<file path="config.mk">
export PLATFORM = sky130hd
export DESIGN_NAME = lsd_cmd_queue
export DESIGN_NICKNAME = d
export VERILOG_FILES = /design/src/rtl/lsd_pkg.sv /design/src/rtl/lsd_cmd_queue.sv
export SDC_FILE = /design/constraint.sdc
export NUM_CORES = 1
export LEC_CHECK = 0
export ABC_AREA = 1
export BUFFER_PORTS_ARGS = -buffer_cell sky130_fd_sc_hd__buf_2
export CORE_MARGIN = 2
export CORE_UTILIZATION = 61
export DETAILED_ROUTE_END_ITERATION = 10
export GPL_ROUTABILITY_DRIVEN = 1
export PLACE_DENSITY = 0.81
export SLEW_MARGIN = 25
export SYNTH_ARGS = -nofsm -noshare
export SYNTH_HDL_FRONTEND = slang
export SYNTH_SLANG_ARGS = --single-unit
</file>
<file path="constraint.sdc">
create_clock -name clk -period 3.8 [get_ports clk]
set_input_delay 0 -clock clk [delete_from_list [all_inputs] [get_ports clk]]
set_output_delay 0 -clock clk [all_outputs]
set_load 0.01 [all_outputs]
</file>
<file path="src/rtl/lsd_pkg.sv">
// Shared types and constants for the LZSS stream decoder.
// Used by every module under rtl/; depends on nothing else.
package lsd_pkg;

  // Config and header widths
  localparam int unsigned POS_W    = 12;
  localparam int unsigned BUDGET_W = 17;

  localparam logic [POS_W-1:0] START_POS_RST = 12'hFEE;
  localparam logic [7:0]       FLAG_MSB      = 8'h80;

  // Command queue between front and back
  localparam int unsigned CQ_DEPTH = 4;
  localparam int unsigned CQ_AW    = $clog2(CQ_DEPTH);
  localparam int unsigned CQ_CW    = $clog2(CQ_DEPTH + 1);

  // Result queue at the output
  localparam int unsigned OQ_DEPTH = 4;
  localparam int unsigned OQ_AW    = $clog2(OQ_DEPTH);
  localparam int unsigned OQ_CW    = $clog2(OQ_DEPTH + 1);

  // One input item
  typedef struct packed {
    logic [7:0] in_byte;
    logic       start_req;
  } in_item_t;

  // One result item
  typedef struct packed {
    logic [7:0] out_byte;
    logic       run_last;
    logic       block_end;
  } out_item_t;

  // Parser phase of the front part
  typedef enum logic [1:0] {
    PH_IDLE,
    PH_HDR_LO,
    PH_DATA,
    PH_TOK_LO
  } front_phase_t;

  // Back part sequencer
  typedef enum logic {
    B_IDLE,
    B_COPY
  } back_state_t;

  // Command codes passed from front to back
  typedef enum logic [1:0] {
    CMD_START,
    CMD_LIT,
    CMD_COPY
  } cmd_kind_t;

  // Command: arg is start position, literal byte (low bits) or match source
  typedef struct packed {
    cmd_kind_t        kind;
    logic [POS_W-1:0] arg;
    logic [3:0]       len_code;
    logic             last_blk;
  } cmd_t;

endpackage

</file>
<file path="src/rtl/lsd_cmd_queue.sv">
// Short command queue decoupling the parser from the window engine.
// Depends on lsd_pkg.
module lsd_cmd_queue (
  input  logic          clk,
  input  logic          rst,
  input  logic          wr_en,
  input  lsd_pkg::cmd_t wr_cmd,
  output logic          full,
  input  logic          rd_en,
  output lsd_pkg::cmd_t rd_cmd,
  output logic          empty
);
  import lsd_pkg::*;

  cmd_t             slots [CQ_DEPTH];
  logic [CQ_AW-1:0] wr_ptr, rd_ptr;
  logic [CQ_CW-1:0] cnt;
  logic             do_wr, do_rd;

  // Status and head
  always_comb begin
    full   = (cnt == CQ_CW'(CQ_DEPTH));
    empty  = (cnt == '0);
    do_wr  = wr_en && !full;
    do_rd  = rd_en && !empty;
    rd_cmd = slots[rd_ptr];
  end

  // Storage
  always_ff @(posedge clk) begin
    if (do_wr) slots[wr_ptr] <= wr_cmd;
  end

  // Pointers and fill count
  always_ff @(posedge clk) begin
    if (rst) begin
      wr_ptr <= '0;
      rd_ptr <= '0;
      cnt    <= '0;
    end else begin
      if (do_wr) wr_ptr <= wr_ptr + CQ_AW'(1);
      if (do_rd) rd_ptr <= rd_ptr + CQ_AW'(1);
      cnt <= cnt + CQ_CW'(do_wr) - CQ_CW'(do_rd);
    end
  end

endmodule

</file>
==> summary.md <==
| Metric | Value |
|---|---|
| Portion of total power attributed to combinational logic | 26.4% |
| Total of flip-flops plus latches after synthesis | 85 |
| RR Startpoint | cnt[1] |
| Endpoint of the lowest-slack register-to-register path | cnt[2] |
| Most common library cell in the layout ignoring fill and taps | edfxtp_1 |
| Final critical delay including setup and external delays | 2.09 ns |
| Routed vias/inst | 5.34 |
| Clock buffers created by TritonCTS | 9 |
| HPWL reported at the end of detailed placement | 3.41 mm |
| Number of setup violations in the final report | 0 |
| Initial antenna violation count | 0 |
| Unrepaired setup endpoints after global routing | false |
| Critical Path End Type | flop |
| Minimum hold slack | 0.378 ns |
| Number of instances in the synthesized netlist | 253 |
| Starting utilization of the core area | 64.2% |
| WHS Endpoint | cnt[0] |
| Proportion of synthesized area in mux cells | 0% |
| CP top delay family | adder cells |
| Max transition margin | 33.8% |
| Startpoint of the tightest hold check path | rst |
| # Post-CTS Setup Buffers | 0 |
| Clk Tree Root Cell | clkbuf_8 |
| Cell depth of the worst flop-to-flop path | 9 |
| Synth Area per Inst | 13.2 um^2 |
| Clock transition at path regs | 0.08 ns |
| Maximum buffer depth of the clock tree | 2 |
| Number of top-level pins | 44 |
| Share of synthesized cell area in full adder, half adder and majority cells | 2.85% |
| Sequential share of the synthesized area | 73.7% |
| FMAX | 0.478 GHz |
| Post-cts gate resize count | 0 |
| Power Internal | 0.00166 W |
| Max-cap violations | 0 |
| Number of distinct standard cells referenced by the synthesized netlist | 20 |
| Routed WL per cell | 16.0 um |
| Arrival time of data at the critical path endpoint | 2.34 ns |
| Stages on worst setup path | 9 |
| Antenna Violating Nets Remaining | 0 |
| Total Routed Length | 6.26 mm |
| Largest net degree at the start of global routing | 40 |
| Core Footprint | 5200 um^2 |
| Core Rows | 26 |
| Overall via count from detail_route | 2092 |
| P_leak | 1.49 nW |
| Part of the power in registers | 49.0% |
| Final Max Slew Viols | 0 |
| Syn_nets | 283 |
| Final Hold Viols | 0 |
| Overall die area | 6090 um^2 |
| Pwr dens | 609 nW/um^2 |
| Die outline height | 78.0 um |
| Buf+Inv Stages, Crit Path | 1 |
| Highest-count cells in the layout ignoring fill and taps | 76 x edfxtp_1, 45 x nor2_1, 43 x buf_2 |
| Main combinational cell family by area after synthesis | compound AO/OA/AOI/OAI gates |
| Detailed-route DRC error count | 0 |
| Routability Congestion | 0.704 |
| Max incr delay on CP | 0.38 ns |
| Peak fanout along the critical path | 6 |
| Critical Path RT | 4.04 ns |
| Switching share of power | 31.4% |
| Chip width | 78.0 um |
| First-pass GRT wire length | 9.87 mm |
| Status | complete, no violations |
| Xor and xnor fraction of the mapped netlist area | 0% |
| Clock Power Share | 24.6% |
| TritonRoute pass-1 iters | 4 |
| Maximum vdd ir drop | 515 uV |
| Basic-gate share of the synthesized area counting and, or, nand and nor cells | 8.01% |
| Critical path type | reg -> reg |
| Synth warnings | 0 |
| Cells along the critical path | nor2_1 -> nand2_1 -> nand2_1 -> ha_1 -> inv_1 -> ha_1 -> fa_1 -> a21oi_1 -> nor2_1 |
| Share of the clock period used by the worst path | 55.0% |
| Class of the most critical hold timing path | in -> reg |
| Total Negative Setup Slacks | 0 ns |
| Proportion of layout cells with a drive suffix above 1 | 21.4% |
| Area overhead of the layout relative to synthesis | 18.9% |
| Top layer in use | met4 |
| H-Tree Level Count | 3 |
| Pin slew with the least headroom to its limit | 0.992 ns |
| Buffers on Ports | 43 |
| Antenna diode count | 0 |
| Clock tree skew after final layout | 0.0133 ns |
| Global router's overall resource usage | 22.2% |
| Total standard cell area after synthesis | 3340 um^2 |
| Critical path's slowest cell | ha_1 |
| Detailed router's first-iteration violation count | 177 |
| Via count of the first global-routing pass | 2095 |
| Wire length on met1 | 2.62 mm |
| Clock latency on the worst-skew pair | 0.35 ns |
| Net switching component of the power | 0.000761 W |
| Register-to-register setup slack | 1.71 ns |
| Total grt overflow | 0 |
| Number of cells traversed by the worst hold path | 3 |
| Met3 routed WL | 223 um |
| Startpoint type of the worst setup path | flop |
| Number of buffers inserted by hold repair at cts | 22 |
| Sink count of the clock tree | 85 |
| Compound-cell area share of the yosys netlist | 10.2% |
| TritonCTS clock tree | built |
| Met2 wire len | 3.32 mm |
| Number of nets in the layout | 349 |
[metal layers]
layer	vias to the layer above	global-route usage (%)
met2	48	39.7
met3	10	4.94
met4	0	9.65
met1	1002	25.6
li1	1032	-
met5	-	0
[power groups by stage]
stage	Sequential, W	Combinational [W]	Clock, W
after floorplan	0.00119	0.000447	0
after global placement	0.00120	0.000596	0
after detailed placement	0.00121	0.000610	0
after CTS	0.00119	0.000631	0.000592
after global routing	0.00120	0.000724	0.000637
final	0.00119	0.000640	0.000596
[state kept, by name, summed over array words and instances (netlist names), named ones only]
register / flops
wr_ptr: 2
slots: 76
cnt: 3
rd_ptr: 2
[stage by stage]
step / cell area, um^2 / cells / worst slack (ns) / power, W / utilization, %
6_report: 3980 / 392 / 1.71 / 0.00242 / 76.4
3_3_place_gp: 3560 / 356 / 1.87 / 0.00180 / 68.4
5_1_grt: 3980 / 392 / 1.46 / 0.00256 / 76.4
3_5_place_dp: 3560 / 356 / 1.79 / 0.00182 / 68.4
4_1_cts: 3960 / 392 / 1.76 / 0.00241 / 76.1
2_1_floorplan: 3340 / 253 / 1.93 / 0.00164 / -
[synthesized netlist by cell type, drive strengths merged]
cell type  instances  share of area (%)
a21oi              5               0.75
buf                9                2.7
clkbuf             2               0.26
dfxtp              9                5.4
edfxtp            76                 68
fa                 1               0.60
ha                 6                2.2
inv               20                2.2
nand2             12                1.3
nand3              4               0.60
nor2              52                6.1
o21ai             38                5.9
o22ai             19                3.6
[logic make-up (layout without fill, tap and decap cells)]
| family | Yosys count | in the layout |
|---|---|---|
| flip-flops | 85 | 85 |
| AND/OR/NAND/NOR | 68 | 68 |
| AO/OA/AOI/OAI | 62 | 62 |
| buffers and inverters | 31 | 100 |
| adder cells (fa/ha/maj) | 7 | 7 |
[worst reg2reg max path, stage by stage (launching register included)]
cell and delay [ns]:
dfxtp_1 0.36, nor2_1 0.07, nand2_1 0.14, nand2_1 0.26, ha_1 0.38, inv_1 0.04
ha_1 0.18, fa_1 0.38, a21oi_1 0.12, nor2_1 0.05
[area by class of cell]
cell class | instances | area (um^2)
sequential | 85 | 2460
inverter | 20 | 75.1
clock buffer | 9 | 124
timing repair buffer | 66 | 443
clock inverter | 5 | 53.8
fill | 344 | 1230
multi-input combinational | 137 | 729
tap | 70 | 87.6
[worst max-delay path by stage]
| stage | slack (ns) | endpoint | from |
|---|---|---|---|
| 2_1_floorplan | 1.93 | slots[0][0] | cnt[1] |
| 3_3_place_gp | 1.87 | slots[0][7] | cnt[1] |
| 3_5_place_dp | 1.79 | slots[3][7] | cnt[1] |
| 4_1_cts | 1.76 | slots[3][0] | cnt[1] |
| 5_1_grt | 1.46 | cnt[2] | cnt[1] |
| 6_report | 1.71 | cnt[2] | cnt[1] |
No activity file was read; power rests on OpenSTA's default activity.
