<file path="config.mk">
export PLATFORM = sky130hd
export DESIGN_NAME = lsd_front
export DESIGN_NICKNAME = d
export VERILOG_FILES = /design/src/rtl/lsd_pkg.sv /design/src/rtl/lsd_front.sv
export SDC_FILE = /design/constraint.sdc
export NUM_CORES = 1
export LEC_CHECK = 0
export BUFFER_PORTS_ARGS = -buffer_cell sky130_fd_sc_hd__buf_2
export CAP_MARGIN = 20
export CORE_ASPECT_RATIO = 0.7
export CORE_MARGIN = 5
export CORE_UTILIZATION = 59
export CTS_CLUSTER_SIZE = 10
export DETAILED_ROUTE_END_ITERATION = 10
export HOLD_SLACK_MARGIN = 0.1
export PLACE_DENSITY = 0.86
export SYNTH_ARGS = -nofsm -noshare
export SYNTH_HDL_FRONTEND = slang
export SYNTH_SLANG_ARGS = --single-unit
</file>
<file path="constraint.sdc">
create_clock -name clk -period 2.85 [get_ports clk]
set_input_delay 0.1425 -clock clk [delete_from_list [all_inputs] [get_ports clk]]
set_output_delay 0.1425 -clock clk [all_outputs]
set_load 0.02 [all_outputs]
</file>
<file path="src/rtl/lsd_pkg.sv">
// Shared types and constants for the LZSS stream decoder.
// Used by every module under rtl/; depends on nothing else.
package lsd_pkg;

  // Config and header widths
  localparam int unsigned POS_W    = 12;
  localparam int unsigned BUDGET_W = 17;

  localparam logic [POS_W-1:0] START_POS_RST = 12'hFEE;
  localparam logic [7:0]       FLAG_MSB      = 8'h80;

  // Command queue between front and back
  localparam int unsigned CQ_DEPTH = 4;
  localparam int unsigned CQ_AW    = $clog2(CQ_DEPTH);
  localparam int unsigned CQ_CW    = $clog2(CQ_DEPTH + 1);

  // Result queue at the output
  localparam int unsigned OQ_DEPTH = 4;
  localparam int unsigned OQ_AW    = $clog2(OQ_DEPTH);
  localparam int unsigned OQ_CW    = $clog2(OQ_DEPTH + 1);

  // One input item
  typedef struct packed {
    logic [7:0] in_byte;
    logic       start_req;
  } in_item_t;

  // One result item
  typedef struct packed {
    logic [7:0] out_byte;
    logic       run_last;
    logic       block_end;
  } out_item_t;

  // Parser phase of the front part
  typedef enum logic [1:0] {
    PH_IDLE,
    PH_HDR_LO,
    PH_DATA,
    PH_TOK_LO
  } front_phase_t;

  // Back part sequencer
  typedef enum logic {
    B_IDLE,
    B_COPY
  } back_state_t;

  // Command codes passed from front to back
  typedef enum logic [1:0] {
    CMD_START,
    CMD_LIT,
    CMD_COPY
  } cmd_kind_t;

  // Command: arg is start position, literal byte (low bits) or match source
  typedef struct packed {
    cmd_kind_t        kind;
    logic [POS_W-1:0] arg;
    logic [3:0]       len_code;
    logic             last_blk;
  } cmd_t;

endpackage

</file>
<file path="src/rtl/lsd_front.sv">
// Front part: parses header, flag bytes and tokens into window commands.
// Depends on lsd_pkg.
module lsd_front (
  input  logic                    clk,
  input  logic                    rst,
  input  logic                    accept,
  input  lsd_pkg::in_item_t       in_item,
  input  logic [lsd_pkg::POS_W-1:0] start_pos,
  output logic                    cmd_push,
  output lsd_pkg::cmd_t           cmd
);
  import lsd_pkg::*;

  front_phase_t        ph, ph_next;
  logic [BUDGET_W-1:0] budget;
  logic [7:0]          flag_bits;
  logic [7:0]          flag_mask;
  logic [7:0]          tok_hi;

  logic [BUDGET_W-1:0] bud_m1, bud_m2;
  logic                end1, end2;
  logic                is_flag, is_lit;
  logic [7:0]          b;

  // Budget after a one- or two-unit charge, saturating at zero
  always_comb begin
    b       = in_item.in_byte;
    bud_m1  = (budget > BUDGET_W'(1)) ? budget - BUDGET_W'(1) : '0;
    bud_m2  = (budget > BUDGET_W'(2)) ? budget - BUDGET_W'(2) : '0;
    end1    = (bud_m1 == '0);
    end2    = (bud_m2 == '0);
    is_flag = (flag_mask == 8'h00);
    is_lit  = (flag_bits & flag_mask) != 8'h00;
  end

  // Next phase
  always_comb begin
    ph_next = ph;
    if (accept) begin
      if (in_item.start_req) begin
        ph_next = PH_HDR_LO;
      end else begin
        unique case (ph)
          PH_IDLE:   ph_next = PH_IDLE;
          PH_HDR_LO: ph_next = PH_DATA;
          PH_DATA: begin
            if (is_flag) ph_next = PH_DATA;
            else if (is_lit) ph_next = end1 ? PH_IDLE : PH_DATA;
            else ph_next = PH_TOK_LO;
          end
          PH_TOK_LO: ph_next = end2 ? PH_IDLE : PH_DATA;
          default:   ph_next = PH_IDLE;
        endcase
      end
    end
  end

  // Command generation
  always_comb begin
    cmd_push     = 1'b0;
    cmd.kind     = CMD_LIT;
    cmd.arg      = {4'h0, b};
    cmd.len_code = b[3:0];
    cmd.last_blk = 1'b0;
    if (accept) begin
      if (in_item.start_req) begin
        cmd_push = 1'b1;
        cmd.kind = CMD_START;
        cmd.arg  = start_pos;
      end else begin
        unique case (ph) inside
          PH_IDLE, PH_HDR_LO: cmd_push = 1'b0;
          PH_DATA: begin
            if (!is_flag && is_lit) begin
              cmd_push     = 1'b1;
              cmd.kind     = CMD_LIT;
              cmd.last_blk = end1;
            end
          end
          PH_TOK_LO: begin
            cmd_push     = 1'b1;
            cmd.kind     = CMD_COPY;
            cmd.arg      = {tok_hi, b[7:4]};
            cmd.last_blk = end2;
          end
          default: cmd_push = 1'b0;
        endcase
      end
    end
  end

  // Phase register
  always_ff @(posedge clk) begin
    if (rst) ph <= PH_IDLE;
    else ph <= ph_next;
  end

  // Parser datapath
  always_ff @(posedge clk) begin
    if (rst) begin
      budget    <= '0;
      flag_bits <= '0;
      flag_mask <= '0;
      tok_hi    <= '0;
    end else if (accept) begin
      if (in_item.start_req) begin
        budget    <= {1'b0, b, 8'h00};
        flag_bits <= '0;
        flag_mask <= '0;
        tok_hi    <= '0;
      end else begin
        unique case (ph)
          PH_IDLE: tok_hi <= tok_hi;
          PH_HDR_LO: budget <= {1'b0, budget[15:8], b} + BUDGET_W'(1);
          PH_DATA: begin
            if (is_flag) begin
              flag_bits <= b;
              flag_mask <= FLAG_MSB;
              budget    <= bud_m1;
            end else if (is_lit) begin
              budget    <= bud_m1;
              flag_mask <= flag_mask >> 1;
            end else begin
              tok_hi <= b;
            end
          end
          PH_TOK_LO: begin
            budget    <= bud_m2;
            flag_mask <= flag_mask >> 1;
          end
          default: tok_hi <= tok_hi;
        endcase
      end
    end
  end

endmodule

</file>
==> impl_metrics.yaml <==
status:
  status: "complete, no violations"
sta:
  fin_crit_sh_pct: 97.5
  fmax_ghz: 0.360
  slew_headroom_pct: 45.3
  tightest_slew_ns: 0.819
  finalMaxSlewViolations: 0
  rsz0062_at_grt: "no"
  fin_hold_ws_ns: 0.207
  finalSetupViolCount: 0
  skew_ns: 0.0160
  setup_ws_ns: 0.0710
  tns_ns: 0
  fin_crit_ns: 2.78
  hold_viol: 0
global_routing:
  grt_usage_pct: 32.3
  grt_pass1_vias: 3885
  antenna_found_initial: 0
  grt_max_degree: 33
  grt_overflow_total: 0
  grt_pass1_wl_mm: 20.9
detailed_routing:
  via_count: 4266
  dr.pass1.iters: 5
  wl_met2_mm: 5.65
  vias_per_cell: 6.95
  wl_met3_mm: 1.76
  wl_met1_mm: 5.59
  drt_iter0_markers: 621
  drc: 0
  top_layer_used: "met4"
  wirelength_mm: 13.3
  drtAntennaViolNets: 0
  routedWlPerCell_um: 21.7
worst_setup_path:
  worstSetupPathType: "flop to output port"
  crit_arrival_ns: 2.64
  endpoint_kind: "output port"
  worst-path-max-fanout: 6
  start_kind: "flop"
  cp.required_ns: 2.71
floorplanning:
  fp-row-count: 24
  die-area_um2: 7920
  core_area_um2: 6130
  die_w_um: 104
  start_util_pct: 59.9
  die_h_um: 76.0
  io_pins: 44
final_layout:
  n_antenna_cell: 0
  drive_gt1_share_pct: 21.3
  nNetsFinal: 565
  syn_to_final_growth_pct: 11.9
  utilization_pct: 67.0
yosys:
  synth-edff-count: 0
  syn_nets: 532
  synth_area_leader_cell: "dfxtp_1"
  synth_seq_cells: 43
  synth.cell_area_um2: 3670
  ys_async_sr_fraction_pct: 0
  yosysSeqAreaShare_pct: 23.5
  avgSynthCellArea_um2: 7.31
  yosysWarnings: 0
  synth_cells: 502
  synth_top_cell_area_share_pct: 23.5
  yosys-top-cells-area: "dfxtp_1 (23%), nand2_1 (6.0%), nor2_1 (4.6%), o21ai_0 (4.4%), a22o_1 (3.8%)"
  synth_cell_types: 72
  synthFlopType: "dfxtp_1"
placement:
  io_buffers: 43
  dp_worst_setup_slack_ns: 0.168
  dpl.hpwl_mm: 9.78
  gp_congestion: 1.03
clock_network:
  htreeDepth: 2
  cts_hold_buf: 0
  cts.clk_slew.worst_paths_ns: 0.09
  cts_max_path_buffers: 2
  clk_latency_ns: 0.31
  tritoncts: "yes"
  cts_buffers: 5
  root_buffer: "clkbuf_8"
  clkSinkCount: 43
job:
  maxCapViolCount: 0
power_and_ir_drop:
  p_clk_share_pct: 25.4
  p_leak_nw: 1.63
  power_density_nw_per_um2: 385
  ir_worst_vdd_mv: 0.227
  p_seq_share_pct: 40.1
  p_comb_share_pct: 34.5
  intPower_uw: 990
  netSwitchingFraction_pct: 37.4
  switchingPower_uw: 591
worst_hold_path:
  hold_path.class: "input port to flop"
[power groups by stage]
stage | Sequential (mW) | Clock (mW) | Combinational (mW)
global placement | 0.646 | 0 | 0.511
global route | 0.636 | 0.429 | 0.578
detailed placement | 0.647 | 0 | 0.512
CTS | 0.633 | 0.397 | 0.525
floorplan | 0.638 | 0 | 0.361
finish | 0.635 | 0.401 | 0.546
[layer usage]
layer | track usage, % | vias up
met5 | 0 | -
met4 | 8.28 | 0
met3 | 6.94 | 35
met2 | 47.7 | 315
met1 | 47.6 | 1992
li1 | - | 1924
[registers in the layout (all words and copies together) (netlist names)]
| signal | count |
|---|---|
| flag_bits | 8 |
| tok_hi | 8 |
| ph | 2 |
| budget | 17 |
| flag_mask | 8 |
[cell type report]
class	instances	area [um^2]
Multi-Input combinational cell	400	2550
Fill cell	563	2020
Sequential cell	43	863
Timing Repair Buffer	78	478
Tap cell	78	97.6
Clock buffer	5	68.8
Inverter	7	26.3
Clock inverter	3	15.0
[path summary, 6_finish.rpt]
path | from | endpoint | slack [ns] | depth (start not counted)
setup reg to reg | flag_mask[0] | budget[7] | 0.20 | 7
setup / recovery | budget[1] | cmd[0] | 0.07 | 9
hold reg to reg | tok_hi[2] | tok_hi[2] | 0.46 | 2
hold / removal | in_item[3] | tok_hi[2] | 0.21 | 3
[worst max-delay path, stage by stage (launching register included)]
cell     delay (ns)
dfxtp_1        0.34
buf_4          0.16
nor2_1         0.36
nand2_1        0.19
xor2_1         0.32
nand4_1        0.17
nor4_2         0.33
nor3_1         0.11
nor3_1         0.17
buf_2          0.19
[cell usage after synthesis (9+ instances only)]
| cell type | n |
|---|---|
| nand3_1 | 18 |
| o21ai_0 | 32 |
| nor4_1 | 12 |
| nor2_1 | 45 |
| xor2_1 | 13 |
| xnor2_1 | 15 |
| clkbuf_1 | 32 |
| dfxtp_1 | 43 |
| a21oi_1 | 24 |
| a22oi_1 | 14 |
| a31oi_1 | 9 |
| nand2_1 | 59 |
| a22o_1 | 16 |
| nor3_1 | 13 |
| nand4_1 | 11 |
[per-stage QoR]
stage | cells | power (mW) | cell area, um^2
finish | 614 | 1.58 | 4100
global route | 614 | 1.64 | 4100
CTS | 614 | 1.55 | 4090
detailed placement | 605 | 1.16 | 3970
global placement | 605 | 1.16 | 3970
floorplan | 502 | 1.00 | 3670
[cells by family after synthesis]
group / after synthesis / share of synthesized area [%]
and+or+nand+nor: 219 / 31.8
adders and majority gates: 6 / 2.05
DFF: 43 / 23.5
AOI/OAI and AO/OA: 146 / 27.7
buffers and inverters: 59 / 8.05
muxes: 1 / 0.273
xor gates and xnor gates: 28 / 6.68
[layout by cell type, fill, tap and decap left out, types with 4 or more instances in the layout]
| cell type | instances |
|---|---|
| nand2_1 | 59 |
| ha_1 | 5 |
| nand4b_1 | 8 |
| a22oi_1 | 14 |
| inv_1 | 5 |
| nor2_1 | 44 |
| a22o_1 | 16 |
| buf_4 | 35 |
| dfxtp_1 | 41 |
| o2111ai_1 | 5 |
| and4_1 | 6 |
| xor2_1 | 13 |
| nand2b_1 | 7 |
| nor3_1 | 12 |
| o21ai_0 | 32 |
| o221ai_1 | 4 |
| nor4_1 | 10 |
| nand4_1 | 11 |
| clkbuf_8 | 5 |
| and3_1 | 6 |
| and2_1 | 5 |
| a31oi_1 | 9 |
| buf_2 | 43 |
| nand3_1 | 18 |
| xnor2_1 | 15 |
| nor2b_1 | 5 |
| o211ai_1 | 4 |
| a21oi_1 | 24 |
[repair_timing]
action                                 CTS  global route
pin swaps                                3             0
endpoints found under the hold margin    0             0
resized for setup                        6             7
setup endpoints to repair                1             1
setup buffers                            1             0
gates cloned                             0             0
Note: power is estimated with default switching activity, not from simulation.
